--- src/rtl/pexe_pkg.sv ---
// Shared types and constants for the parenthesized expression evaluator.
package pexe_pkg;

  localparam int STACK_DEPTH_DEF = 32;
  localparam int KIND_W          = 3;
  localparam int TVAL_W          = 31;
  localparam int VAL_W           = 32;
  localparam int NUM_BANKS       = 4;
  localparam int BANK_ROW_W_DEF  = 3;

  typedef enum logic [KIND_W-1:0] {
    TK_NUM   = 3'd0,
    TK_OPEN  = 3'd1,
    TK_CLOSE = 3'd2,
    TK_ADD   = 3'd3,
    TK_SUB   = 3'd4,
    TK_MUL   = 3'd5
  } tok_kind_t;

  typedef struct packed {
    logic [KIND_W-1:0] kind;
    logic [VAL_W-1:0]  value;
  } entry_t;

endpackage

--- src/rtl/paren_expression_evaluator_unit.sv ---
// Output: a result word appears on out_* in the cycle after the last token is accepted.
// Throughput: one token per cycle while in_stall is low; the stack is split into four banks whose
//   registered reads prefetch the top four entries, and each reduction does one
//   32x32 multiply (low half) or add/subtract on two window entries.
// Reset: synchronous, active low; clears count, flags and output valid. Stack
//   memory is not cleared and needs no clearing pass.
module paren_expression_evaluator_unit #(
  parameter int STACK_DEPTH = pexe_pkg::STACK_DEPTH_DEF
) (
  input  logic                                clk,
  input  logic                                rst_n,
  input  logic                                in_valid,
  output logic                                in_stall,
  input  logic [pexe_pkg::KIND_W-1:0]         in_token_kind,
  input  logic [pexe_pkg::TVAL_W-1:0]         in_token_value,
  input  logic                                in_last_token,
  output logic                                out_valid,
  input  logic                                out_stall,
  output logic signed [pexe_pkg::VAL_W-1:0]   out_result_value,
  output logic                                out_syntax_error
);

  localparam int CNT_W = $clog2(STACK_DEPTH + 1);
  localparam int ROW_W = $clog2((STACK_DEPTH + 3) / 4);
  localparam int IW    = ROW_W + 2;

  logic [CNT_W-1:0]          cnt_r, cnt_nxt;
  logic                      err_r, err_nxt;
  logic                      start_r, start_nxt;
  logic                      red_r, red_nxt;
  logic                      out_valid_r, out_valid_nxt;
  logic [pexe_pkg::VAL_W-1:0] res_r, res_nxt;
  logic                      serr_r, serr_nxt;

  logic                      acc;
  logic                      load_out;
  logic                      good;
  logic                      wr_en;
  logic [CNT_W-1:0]          wr_idx;
  logic [CNT_W-1:0]          base;
  pexe_pkg::entry_t          wr_ent;
  pexe_pkg::entry_t          rd_ent [pexe_pkg::NUM_BANKS];
  pexe_pkg::entry_t          win [4];
  logic [1:0]                win_sel [4];
  pexe_pkg::tok_kind_t       op_kind;
  logic                      red_ok;
  logic [pexe_pkg::VAL_W-1:0] red_val;
  logic [2*pexe_pkg::VAL_W-1:0] prod;
  logic [pexe_pkg::VAL_W-1:0] push_val;
  logic [CNT_W-1:0]          top_n;

  assign in_stall         = out_valid_r & out_stall;
  assign acc              = in_valid & ~in_stall;
  assign out_valid        = out_valid_r;
  assign out_result_value = $signed(res_r);
  assign out_syntax_error = serr_r;

  // window slot j holds stack entry count-4+j
  always_comb begin
    for (int j = 0; j < 4; j++) begin
      win_sel[j] = cnt_r[1:0] + 2'(j);
      win[j]     = rd_ent[win_sel[j]];
    end
  end

  assign base    = cnt_r - CNT_W'(4);
  assign op_kind = pexe_pkg::tok_kind_t'(win[2].kind);
  assign prod    = win[1].value * win[3].value;

  assign red_ok = (cnt_r >= CNT_W'(4)) &&
                  (win[0].kind == pexe_pkg::TK_OPEN) &&
                  (win[1].kind == pexe_pkg::TK_NUM) &&
                  (win[3].kind == pexe_pkg::TK_NUM) &&
                  ((op_kind == pexe_pkg::TK_ADD) || (op_kind == pexe_pkg::TK_SUB) ||
                   (op_kind == pexe_pkg::TK_MUL));

  always_comb begin
    case (op_kind)
      pexe_pkg::TK_ADD: red_val = win[1].value + win[3].value;
      pexe_pkg::TK_SUB: red_val = win[1].value - win[3].value;
      default:          red_val = prod[pexe_pkg::VAL_W-1:0];
    endcase
  end

  assign push_val = (in_token_kind == pexe_pkg::TK_NUM) ?
                    {1'b0, in_token_value} : '0;

  always_comb begin
    cnt_nxt     = cnt_r;
    err_nxt     = err_r;
    start_nxt   = start_r;
    red_nxt     = red_r;
    wr_en       = 1'b0;
    wr_idx      = cnt_r;
    wr_ent.kind  = in_token_kind;
    wr_ent.value = push_val;
    load_out    = 1'b0;
    good        = 1'b0;
    res_nxt     = '0;
    serr_nxt    = 1'b0;
    if (acc) begin
      if (start_r && in_last_token) begin
        // lone token: only a number is a valid expression
        load_out  = 1'b1;
        good      = (in_token_kind == pexe_pkg::TK_NUM);
        serr_nxt  = ~good;
        res_nxt   = good ? {1'b0, in_token_value} : '0;
        cnt_nxt   = '0;
        err_nxt   = 1'b0;
        start_nxt = 1'b1;
        red_nxt   = 1'b0;
      end else begin
        start_nxt = 1'b0;
        case (in_token_kind)
          pexe_pkg::TK_CLOSE: begin
            if (red_ok) begin
              wr_en        = 1'b1;
              wr_idx       = base;
              wr_ent.kind  = pexe_pkg::TK_NUM;
              wr_ent.value = red_val;
              cnt_nxt      = base + CNT_W'(1);
              red_nxt      = 1'b1;
            end else begin
              err_nxt = 1'b1;
            end
          end
          pexe_pkg::TK_NUM, pexe_pkg::TK_OPEN, pexe_pkg::TK_ADD,
          pexe_pkg::TK_SUB, pexe_pkg::TK_MUL: begin
            if (cnt_r < CNT_W'(STACK_DEPTH)) begin
              wr_en   = 1'b1;
              cnt_nxt = cnt_r + CNT_W'(1);
            end else begin
              err_nxt = 1'b1;
            end
          end
          default: err_nxt = 1'b1;
        endcase
        if (in_last_token) begin
          // a good finish implies this token reduced into the bottom entry
          load_out  = 1'b1;
          good      = ~err_nxt & red_nxt & (cnt_nxt == CNT_W'(1));
          serr_nxt  = ~good;
          res_nxt   = good ? red_val : '0;
          cnt_nxt   = '0;
          err_nxt   = 1'b0;
          start_nxt = 1'b1;
          red_nxt   = 1'b0;
        end
      end
    end
  end

  assign out_valid_nxt = load_out | (out_valid_r & out_stall);
  assign top_n         = cnt_nxt - CNT_W'(1);

  for (genvar k = 0; k < pexe_pkg::NUM_BANKS; k++) begin : g_bank
    logic [1:0]       off;
    logic [CNT_W-1:0] rd_idx;

    // prefetch the entry of entries count'-4..count'-1 that lives in this bank
    assign off    = top_n[1:0] - 2'(k);
    assign rd_idx = top_n - CNT_W'(off);

    pexe_stack_bank #(
      .ROW_W (ROW_W)
    ) u_bank (
      .clk      (clk),
      .wr_en    (wr_en && (wr_idx[1:0] == 2'(k))),
      .wr_row   (wr_idx[IW-1:2]),
      .wr_ent   (wr_ent),
      .rd_row   (rd_idx[IW-1:2]),
      .rd_ent_r (rd_ent[k])
    );
  end

  always_ff @(posedge clk) begin
    if (!rst_n) begin
      cnt_r       <= '0;
      err_r       <= 1'b0;
      start_r     <= 1'b1;
      red_r       <= 1'b0;
      out_valid_r <= 1'b0;
    end else begin
      cnt_r       <= cnt_nxt;
      err_r       <= err_nxt;
      start_r     <= start_nxt;
      red_r       <= red_nxt;
      out_valid_r <= out_valid_nxt;
    end
  end

  always_ff @(posedge clk) begin
    if (load_out) begin
      res_r  <= res_nxt;
      serr_r <= serr_nxt;
    end
  end

  a_cnt_bound: assert property (@(posedge clk) disable iff (!rst_n)
    cnt_r <= CNT_W'(STACK_DEPTH))
    else $error("stack count above depth");

  a_clear_after_last: assert property (@(posedge clk) disable iff (!rst_n)
    acc && in_last_token |=> (cnt_r == '0) && start_r && !err_r && !red_r && out_valid_r)
    else $error("expression state not cleared after last word");

  a_start_empty: assert property (@(posedge clk) disable iff (!rst_n)
    start_r |-> (cnt_r == '0) && !err_r && !red_r)
    else $error("start state with leftover stack");

  a_err_zero: assert property (@(posedge clk) disable iff (!rst_n)
    out_valid_r && serr_r |-> (res_r == '0))
    else $error("error result carries nonzero value");

  a_err_sticky: assert property (@(posedge clk) disable iff (!rst_n)
    err_r && !(acc && in_last_token) |=> err_r)
    else $error("error flag dropped mid-expression");

endmodule

--- src/rtl/pexe_stack_bank.sv ---
// One bank of the token stack: one write port, one registered read port with bypass.
module pexe_stack_bank #(
  parameter int ROW_W = pexe_pkg::BANK_ROW_W_DEF
) (
  input  logic             clk,
  input  logic             wr_en,
  input  logic [ROW_W-1:0] wr_row,
  input  pexe_pkg::entry_t wr_ent,
  input  logic [ROW_W-1:0] rd_row,
  output pexe_pkg::entry_t rd_ent_r
);

  localparam int ROWS = 2 ** ROW_W;

  pexe_pkg::entry_t mem [ROWS];

  always_ff @(posedge clk) begin
    if (wr_en) begin
      mem[wr_row] <= wr_ent;
    end
  end

  // forward a same-cycle write so the window sees the new top
  always_ff @(posedge clk) begin
    if (wr_en && (wr_row == rd_row)) begin
      rd_ent_r <= wr_ent;
    end else begin
      rd_ent_r <= mem[rd_row];
    end
  end

endmodule
--- config.mk ---
export PLATFORM = sky130hd
export DESIGN_NAME = paren_expression_evaluator_unit
export DESIGN_NICKNAME = d
export VERILOG_FILES = /design/src/rtl/pexe_pkg.sv /design/src/rtl/paren_expression_evaluator_unit.sv /design/src/rtl/pexe_stack_bank.sv
export SDC_FILE = /design/constraint.sdc
export NUM_CORES = 2
export LEC_CHECK = 0
export BUFFER_PORTS_ARGS = -buffer_cell sky130_fd_sc_hd__buf_2
export CELL_PAD_IN_SITES_DETAIL_PLACEMENT = 0
export CELL_PAD_IN_SITES_GLOBAL_PLACEMENT = 1
export CORE_MARGIN = 2
export CORE_UTILIZATION = 45
export DETAILED_ROUTE_END_ITERATION = 8
export HOLD_SLACK_MARGIN = 0.12
export PLACE_DENSITY = 0.72
export SYNTH_ARGS = -nofsm -noshare
export SYNTH_HDL_FRONTEND = slang
export SYNTH_SLANG_ARGS = --single-unit
--- constraint.sdc ---
create_clock -name clk -period 26.1 [get_ports clk]
set_clock_uncertainty 0.15 [all_clocks]
set_input_delay 3.915 -clock clk [delete_from_list [all_inputs] [get_ports clk]]
set_output_delay 3.915 -clock clk [all_outputs]
set_load 0.005 [all_outputs]
* Word-level counts from Yosys, hierarchy flattened
Memories as Yosys holds them, arrays and structs flattened. A register that Yosys moved wholly into a read port is not among the register bits.
Index checks and enable logic that the tools add are counted.
** Word-level totals
- Logic and storage cells :: 140
- Register bits after elaboration :: 43
- Memories :: 4
- RAM bits :: 1120
** Memories
- g_bank[0].u_bank.mem :: depth 8, width 35, rd ports 1, clocked after memory_dff 1, write ports 1, RTL line pexe_stack_bank.sv:15 : pexe_pkg::entry_t mem [ROWS];
- g_bank[1].u_bank.mem :: depth 8, width 35, rd ports 1, clocked after memory_dff 1, write ports 1, RTL line pexe_stack_bank.sv:15
- g_bank[2].u_bank.mem :: depth 8, width 35, rd ports 1, clocked after memory_dff 1, write ports 1, RTL line pexe_stack_bank.sv:15
- g_bank[3].u_bank.mem :: depth 8, width 35, rd ports 1, clocked after memory_dff 1, write ports 1, RTL line pexe_stack_bank.sv:15
** Operators by class
- Reduce and logical (&&, ||, !) cells :: 16
- Magnitude comparators :: 6
- Mux-type cells :: 64
- Multiply operators :: 1
- Eq/ne operators :: 13
- Add/sub/neg operators :: 16
- Bitwise logic cells :: 13
** Operators by type and width (count)
- $mux W35 :: 12
- $bmux W35 S2 :: 4
- $mux W32 :: 3
- $pmux W32 S2 :: 1
- $mux W6 :: 7
- $add A32 B32 Y32 :: 1
- $mul A32 B32 Y32 :: 1
- $sub A32 B32 Y32 :: 1
- $mux W31 :: 1
- $mux W1 :: 29
- $mux W5 :: 4
- $sub A5 B2 Y5 :: 4
- $add A6 B1 Y6 const B :: 2
- $eq A3 B3 Y1 const B :: 4
- $ge A3 B3 Y1 const B :: 4
- $not A2 Y3 :: 4
- $pmux W6 S2 :: 1
- $eq A3 B2 Y1 const B :: 3
- $logic_and A1 B1 Y1 :: 9
- $logic_not A3 Y1 :: 3
- $eq A3 B1 Y1 const B :: 2
- $eq A6 B1 Y1 const B :: 1
- $ge A6 B3 Y1 const B :: 1
- $lt A6 B6 Y1 const B :: 1
- 15 further kinds :: 26

* Logic depth before layout (Yosys ltp)
- Depth after elaboration :: 19
- Depth in mapped cells :: 40

* Modules after synthesis
From an unflattened synthesis, not the netlist that was laid out.
** Second synthesis, totals
- Cell total of the unflattened synthesis :: 4337
- Area, all modules :: 66446.2 um^2
** By module, submodules not included
- pexe_stack_bank :: cells each 421, area each 10895.4 um^2, seq. area each 8468.1 um^2, instances 4
- paren_expression_evaluator_unit :: cells each 2653, area each 22864.4 um^2, seq. area each 1191.1 um^2, instances 1

* Least setup slack after synthesis
Ideal clock, no wire load.
- Kind :: register -> register
- From :: register cnt_r[0]
- To :: memory g_bank[0].u_bank.mem[0][30] (netlist name) (data pin)
- Arrival :: 10541 ps
- Setup time :: 454 ps
- Clock period less this slack :: 11145 ps
- Setup slack :: 14955 ps
- Path buffers :: 6
- Stages on the path, launching flop included :: 39
- Cells stage by stage :: dfxtp_1 > inv_2 > buf_1 > ha_1 > buf_2 > clkinv_1 > buf_2 > nand2_1 > clkbuf_1 > buf_1 > o22ai_1 > a221oi_1 > clkbuf_1 > nand2_1 > fa_1 > inv_1 > fa_1 > fa_1 > (+3 left out) > fa_1 > inv_1 > fa_1 > inv_1 > fa_1 > fa_1 > ha_1 > and4_1 > and3_1 > a221oi_1 > nand2_1 > nand2_1 > nand3b_1 > a31oi_1 > o21ai_0 > xor2_1 > mux2i_1 > o21ai_0
** RTL lines
- start, declared :: RTL line paren_expression_evaluator_unit.sv:27 : logic [CNT_W-1:0] cnt_r, cnt_nxt;
- start signal, assigned :: RTL line paren_expression_evaluator_unit.sv:184 : cnt_r <= cnt_nxt;
- end, declared :: RTL line pexe_stack_bank.sv:15

==> results.env <==
STATUS='complete, but fails checks'
FAILING_CHECKS='max-capacitance violations'
POSTCTSHOLDBUFS=0
POST_SYNTH_MUX_AREA_SHARE_PCT=12.8
PLACE.DETAILED.INSTANCES=6419
CORE_AREA_SQ_UM=144000
COMPOUND_GATE_PORTION_OF_THE_SYNTHESIZED_AREA_PCT=4.70
HOLD_VIOL_FINAL=0
MET1WIRELENGTH_MICRONS=83900
SHARE_OF_SYNTHESIZED_CELL_AREA_IN_FULL_ADDER_HALF_ADDER_AND_MAJORITY_CELLS_PCT=15.8
SYNTH_AREA_LEADER_CELL='sky130_fd_sc_hd__edfxtp_1'
GLOBALROUTEOVERFLOWTOTAL=0
CPMOSTUSEDCELL='sky130_fd_sc_hd__fa_1'
DIE_H_MICRONS=385
CRITICAL_PATH.MAX_STAGE_DELAY_NS=0.93
CLOCK_TREE_FROM_TRITONCTS='built'
SYNTH_TOP_FLOP_CELL='sky130_fd_sc_hd__edfxtp_1'
GR-USAGE-ALL-LAYERS_PCT=28.7
WIRE_LENGTH_OF_THE_FIRST_GLOBAL_ROUTING_PASS_MICRONS=299000
SYN_AREA_PER_CELL_SQ_UM=14.4
SETUP_REPAIR_AFTER_GLOBAL_ROUTING_MISSED_ITS_MARGIN='no'
NUM_IO_PINS=74
WORST-PATH-MAX-FANOUT=40
CTS.ROOT.BUFFER_CELL='sky130_fd_sc_hd__clkbuf_16'
NUMBER_OF_INSERTED_FILLER_CELLS_IN_THE_FINAL_LAYOUT=12147
FINAL.PERIOD_UTILIZATION_PCT=51.6
CLOCK_SINK_COUNT=1175
ACHIEVABLE-FREQUENCY_GHz=0.0742
TIMING.CRITICAL_PATH.FROM_TYPE='flop'
YOSYSTOPAREACELLSHARE_PCT=52.9
ROUTE.MET3.WL_MICRONS=20100
MAXSLEWVIOLCOUNT=0
WORST_HOLD_PATH_TYPE='reg2reg'
COMBINATIONAL_FAMILY_WITH_THE_MOST_AREA_AFTER_SYNTHESIS='adder cells'
FLOORPLAN.ROWS=139
SYNTH_SIMPLE_GATE_AREA_SHARE_PCT=6.55
DIE_W_MICRONS=385
CLK_PIN_SLEW_WORST_PATHS_NS=0.06
WORST-SLEW-PIN-TRANSITION_NS=1.48
POSTROUTEANTENNANETS=0
SYNTHESIZED_NET_COUNT=5158
DR.PASS1.ITERS=6
IO_BUFFER_COUNT=73
TIME_THE_FINAL_WORST_PATH_NEEDS_WITH_I_O_DELAYS_AND_SETUP_NS=13.48
YS_FF_LATCH=1175
ENDPOINT_KIND='flop'
FINAL_CELLS=6647
TOPROUTINGLAYERUSED='met4'
SYNTHDISTINCTLIBCELLS=82
CTS-ROOT-TO-SINK-BUFFERS=3
POST_SYNTH_INST_COUNT=4540
CRITICAL_PATH.SLOWEST_CELL='sky130_fd_sc_hd__and3_1'
SYNTHMOSTINSTANTIATEDCELL='sky130_fd_sc_hd__edfxtp_1'
CTS-RESIZED-GATES=0
SLEW_HEADROOM_PCT=0.312
DETAIL_ROUTE.VIAS_PER_CELL=6.05
GRT_MAX_DEGREE=49
SYNTH-XOR-AREA-SHARE_PCT=2.16
AREA.GROWTH.SYNTH_TO_FINAL_PCT=10.9
FINAL_SETUP_TNS_NS=0
DRC=0
DETAIL_ROUTE_MET2_WL_MICRONS=96800
ANTENNA_FOUND_INITIAL=3
DIEAREA_SQ_UM=148000
NETLIST_TOP_CELLS_COUNT='1153 x sky130_fd_sc_hd__edfxtp_1, 483 x sky130_fd_sc_hd__inv_1, 409 x sky130_fd_sc_hd__fa_1'
NUM-NETS-FINAL=5256
CRITICAL_PATH_CLASS='reg2reg'
H-TREE-DEPTH=3
MAPPEDNETLISTAREA_SQ_UM=65400
CLOCK_LATENCY_NS=0.79
DP_HPWL_MICRONS=145000
GP_CONGESTION=0.966
LAYOUT-DRIVE-GT1-SHARE_PCT=17.2
SYNTH_EDF_COUNT=1153
CP.ARRIVAL_NS=13.69
YOSYS_WARNINGS=0
CTS_SETUP_BUFFERS=0
INITIAL_UTILIZATION_PCT=45.4
SYNTH_AREA_LEADERS='sky130_fd_sc_hd__edfxtp_1 53%, sky130_fd_sc_hd__fa_1 13%, sky130_fd_sc_hd__mux4_2 8.8%, sky130_fd_sc_hd__ha_1 3.3%, sky130_fd_sc_hd__mux2i_1 3.0%'
CRITICAL_PATH_REQUIRED_NS=26.31
DR.FIRST_ITER.DRC_COUNT=4694
WL_PER_CELL_MICRONS=31.8
ASYNC_RESET_FF_SHARE_PCT=0
ROUTED-VIA-COUNT=40247
FIRST_GLOBAL_VIAS=40040
FINALSETUPVIOLCOUNT=0
CTS_MADE_BUFFERS=119
POSTROUTEWIRELENGTH_MICRONS=211000
MAX_CAP_VIOLATIONS=1
SYNTH_SEQUENTIAL_AREA_RATIO_PCT=53.6
through the flow:
step / area, sq um / setup WS [ns] / util, % / hold slack, ns
4_1_cts: 72500 / 12.89 / 50.3 / 0.339
3_3_place_gp: 68600 / 13.23 / 47.6 / 0.311
5_1_grt: 72500 / 12.07 / 50.4 / 0.387
2_1_floorplan: 65400 / 14.96 / - / 0.290
3_5_place_dp: 68600 / 12.94 / 47.6 / 0.325
6_report: 72500 / 12.62 / 50.4 / 0.347
registers in the layout (all words and copies together), names as in the netlist, named ones only:
signal             count
red_r                  1
out_valid              1
g_bank.u_bank.mem   1120
start_r                1
out_syntax_error       1
err_r                  1
out_result_value      32
cnt_r                  6
layer usage:
layer | track usage [%] | vias to the layer above
met3 | 5.51 | 467
met2 | 44.7 | 2210
met1 | 39.5 | 21027
met5 | 0 | -
li1 | - | 16543
met4 | 12.7 | 0
cell type report:
| type | instances | area, sq um | area share (%) |
|---|---|---|---|
| Tap cell | 1903 | 2380 | 3.28 |
| Multi-Input combinational cell | 2641 | 27900 | 38.5 |
| Clock buffer | 139 | 3050 | 4.21 |
| Antenna cell | 4 | 10.0 | 0.0138 |
| Clock inverter | 84 | 847 | 1.17 |
| Sequential cell | 1175 | 35100 | 48.4 |
| Timing Repair Buffer | 201 | 1330 | 1.84 |
| Inverter | 500 | 1880 | 2.59 |
logic make-up (layout without fill, tap and decap cells):
| logic type | Yosys count | after routing |
|---|---|---|
| other cells | 0 | 4 |
| xor+xnor | 150 | 150 |
| compound gates | 448 | 448 |
| buf+inv | 724 | 924 |
| flops | 1175 | 1175 |
| simple gates | 956 | 956 |
| fa+ha+maj | 579 | 579 |
| mux | 508 | 508 |
critical path: cells and delay by family (launching register included):
family / cells / cell delay (ns)
AO/OA/AOI/OAI: 3 / 1.95
XOR/XNOR: 1 / 0.16
adder cells (fa/ha/maj): 10 / 4.37
buffers and inverters: 9 / 3.12
flip-flops: 1 / 0.70
AND/OR/NAND/NOR: 10 / 2.55
layout by cell type (no fill, tap or decap), drive strengths merged, types with 22 or more instances in the layout:
| cell | count |
|---|---|
| a21o | 45 |
| a21oi | 84 |
| a22o | 23 |
| a22oi | 49 |
| and2 | 44 |
| buf | 201 |
| clkbuf | 139 |
| clkinv | 76 |
| dfxtp | 22 |
| edfxtp | 1153 |
| fa | 409 |
| ha | 170 |
| inv | 491 |
| mux2 | 52 |
| mux2i | 199 |
| mux4 | 257 |
| nand2 | 317 |
| nand2b | 23 |
| nand3 | 29 |
| nor2 | 370 |
| nor2b | 30 |
| nor3 | 35 |
| o21ai | 88 |
| or2 | 38 |
| xnor2 | 93 |
| xor2 | 51 |
path summary, 6_finish.rpt:
check,from,endpoint,slack (ns),depth (start not counted)
min,red_r,red_r,0.35,2
max reg2reg,cnt_r[0],g_bank[2].u_bank.mem[4][31],12.62,33
max,cnt_r[0],g_bank[2].u_bank.mem[4][31],12.62,33
min reg2reg,red_r,red_r,0.35,2
Power is not shown: default switching activity piles up to over one toggle a cycle in this logic, so the estimate is an artifact.
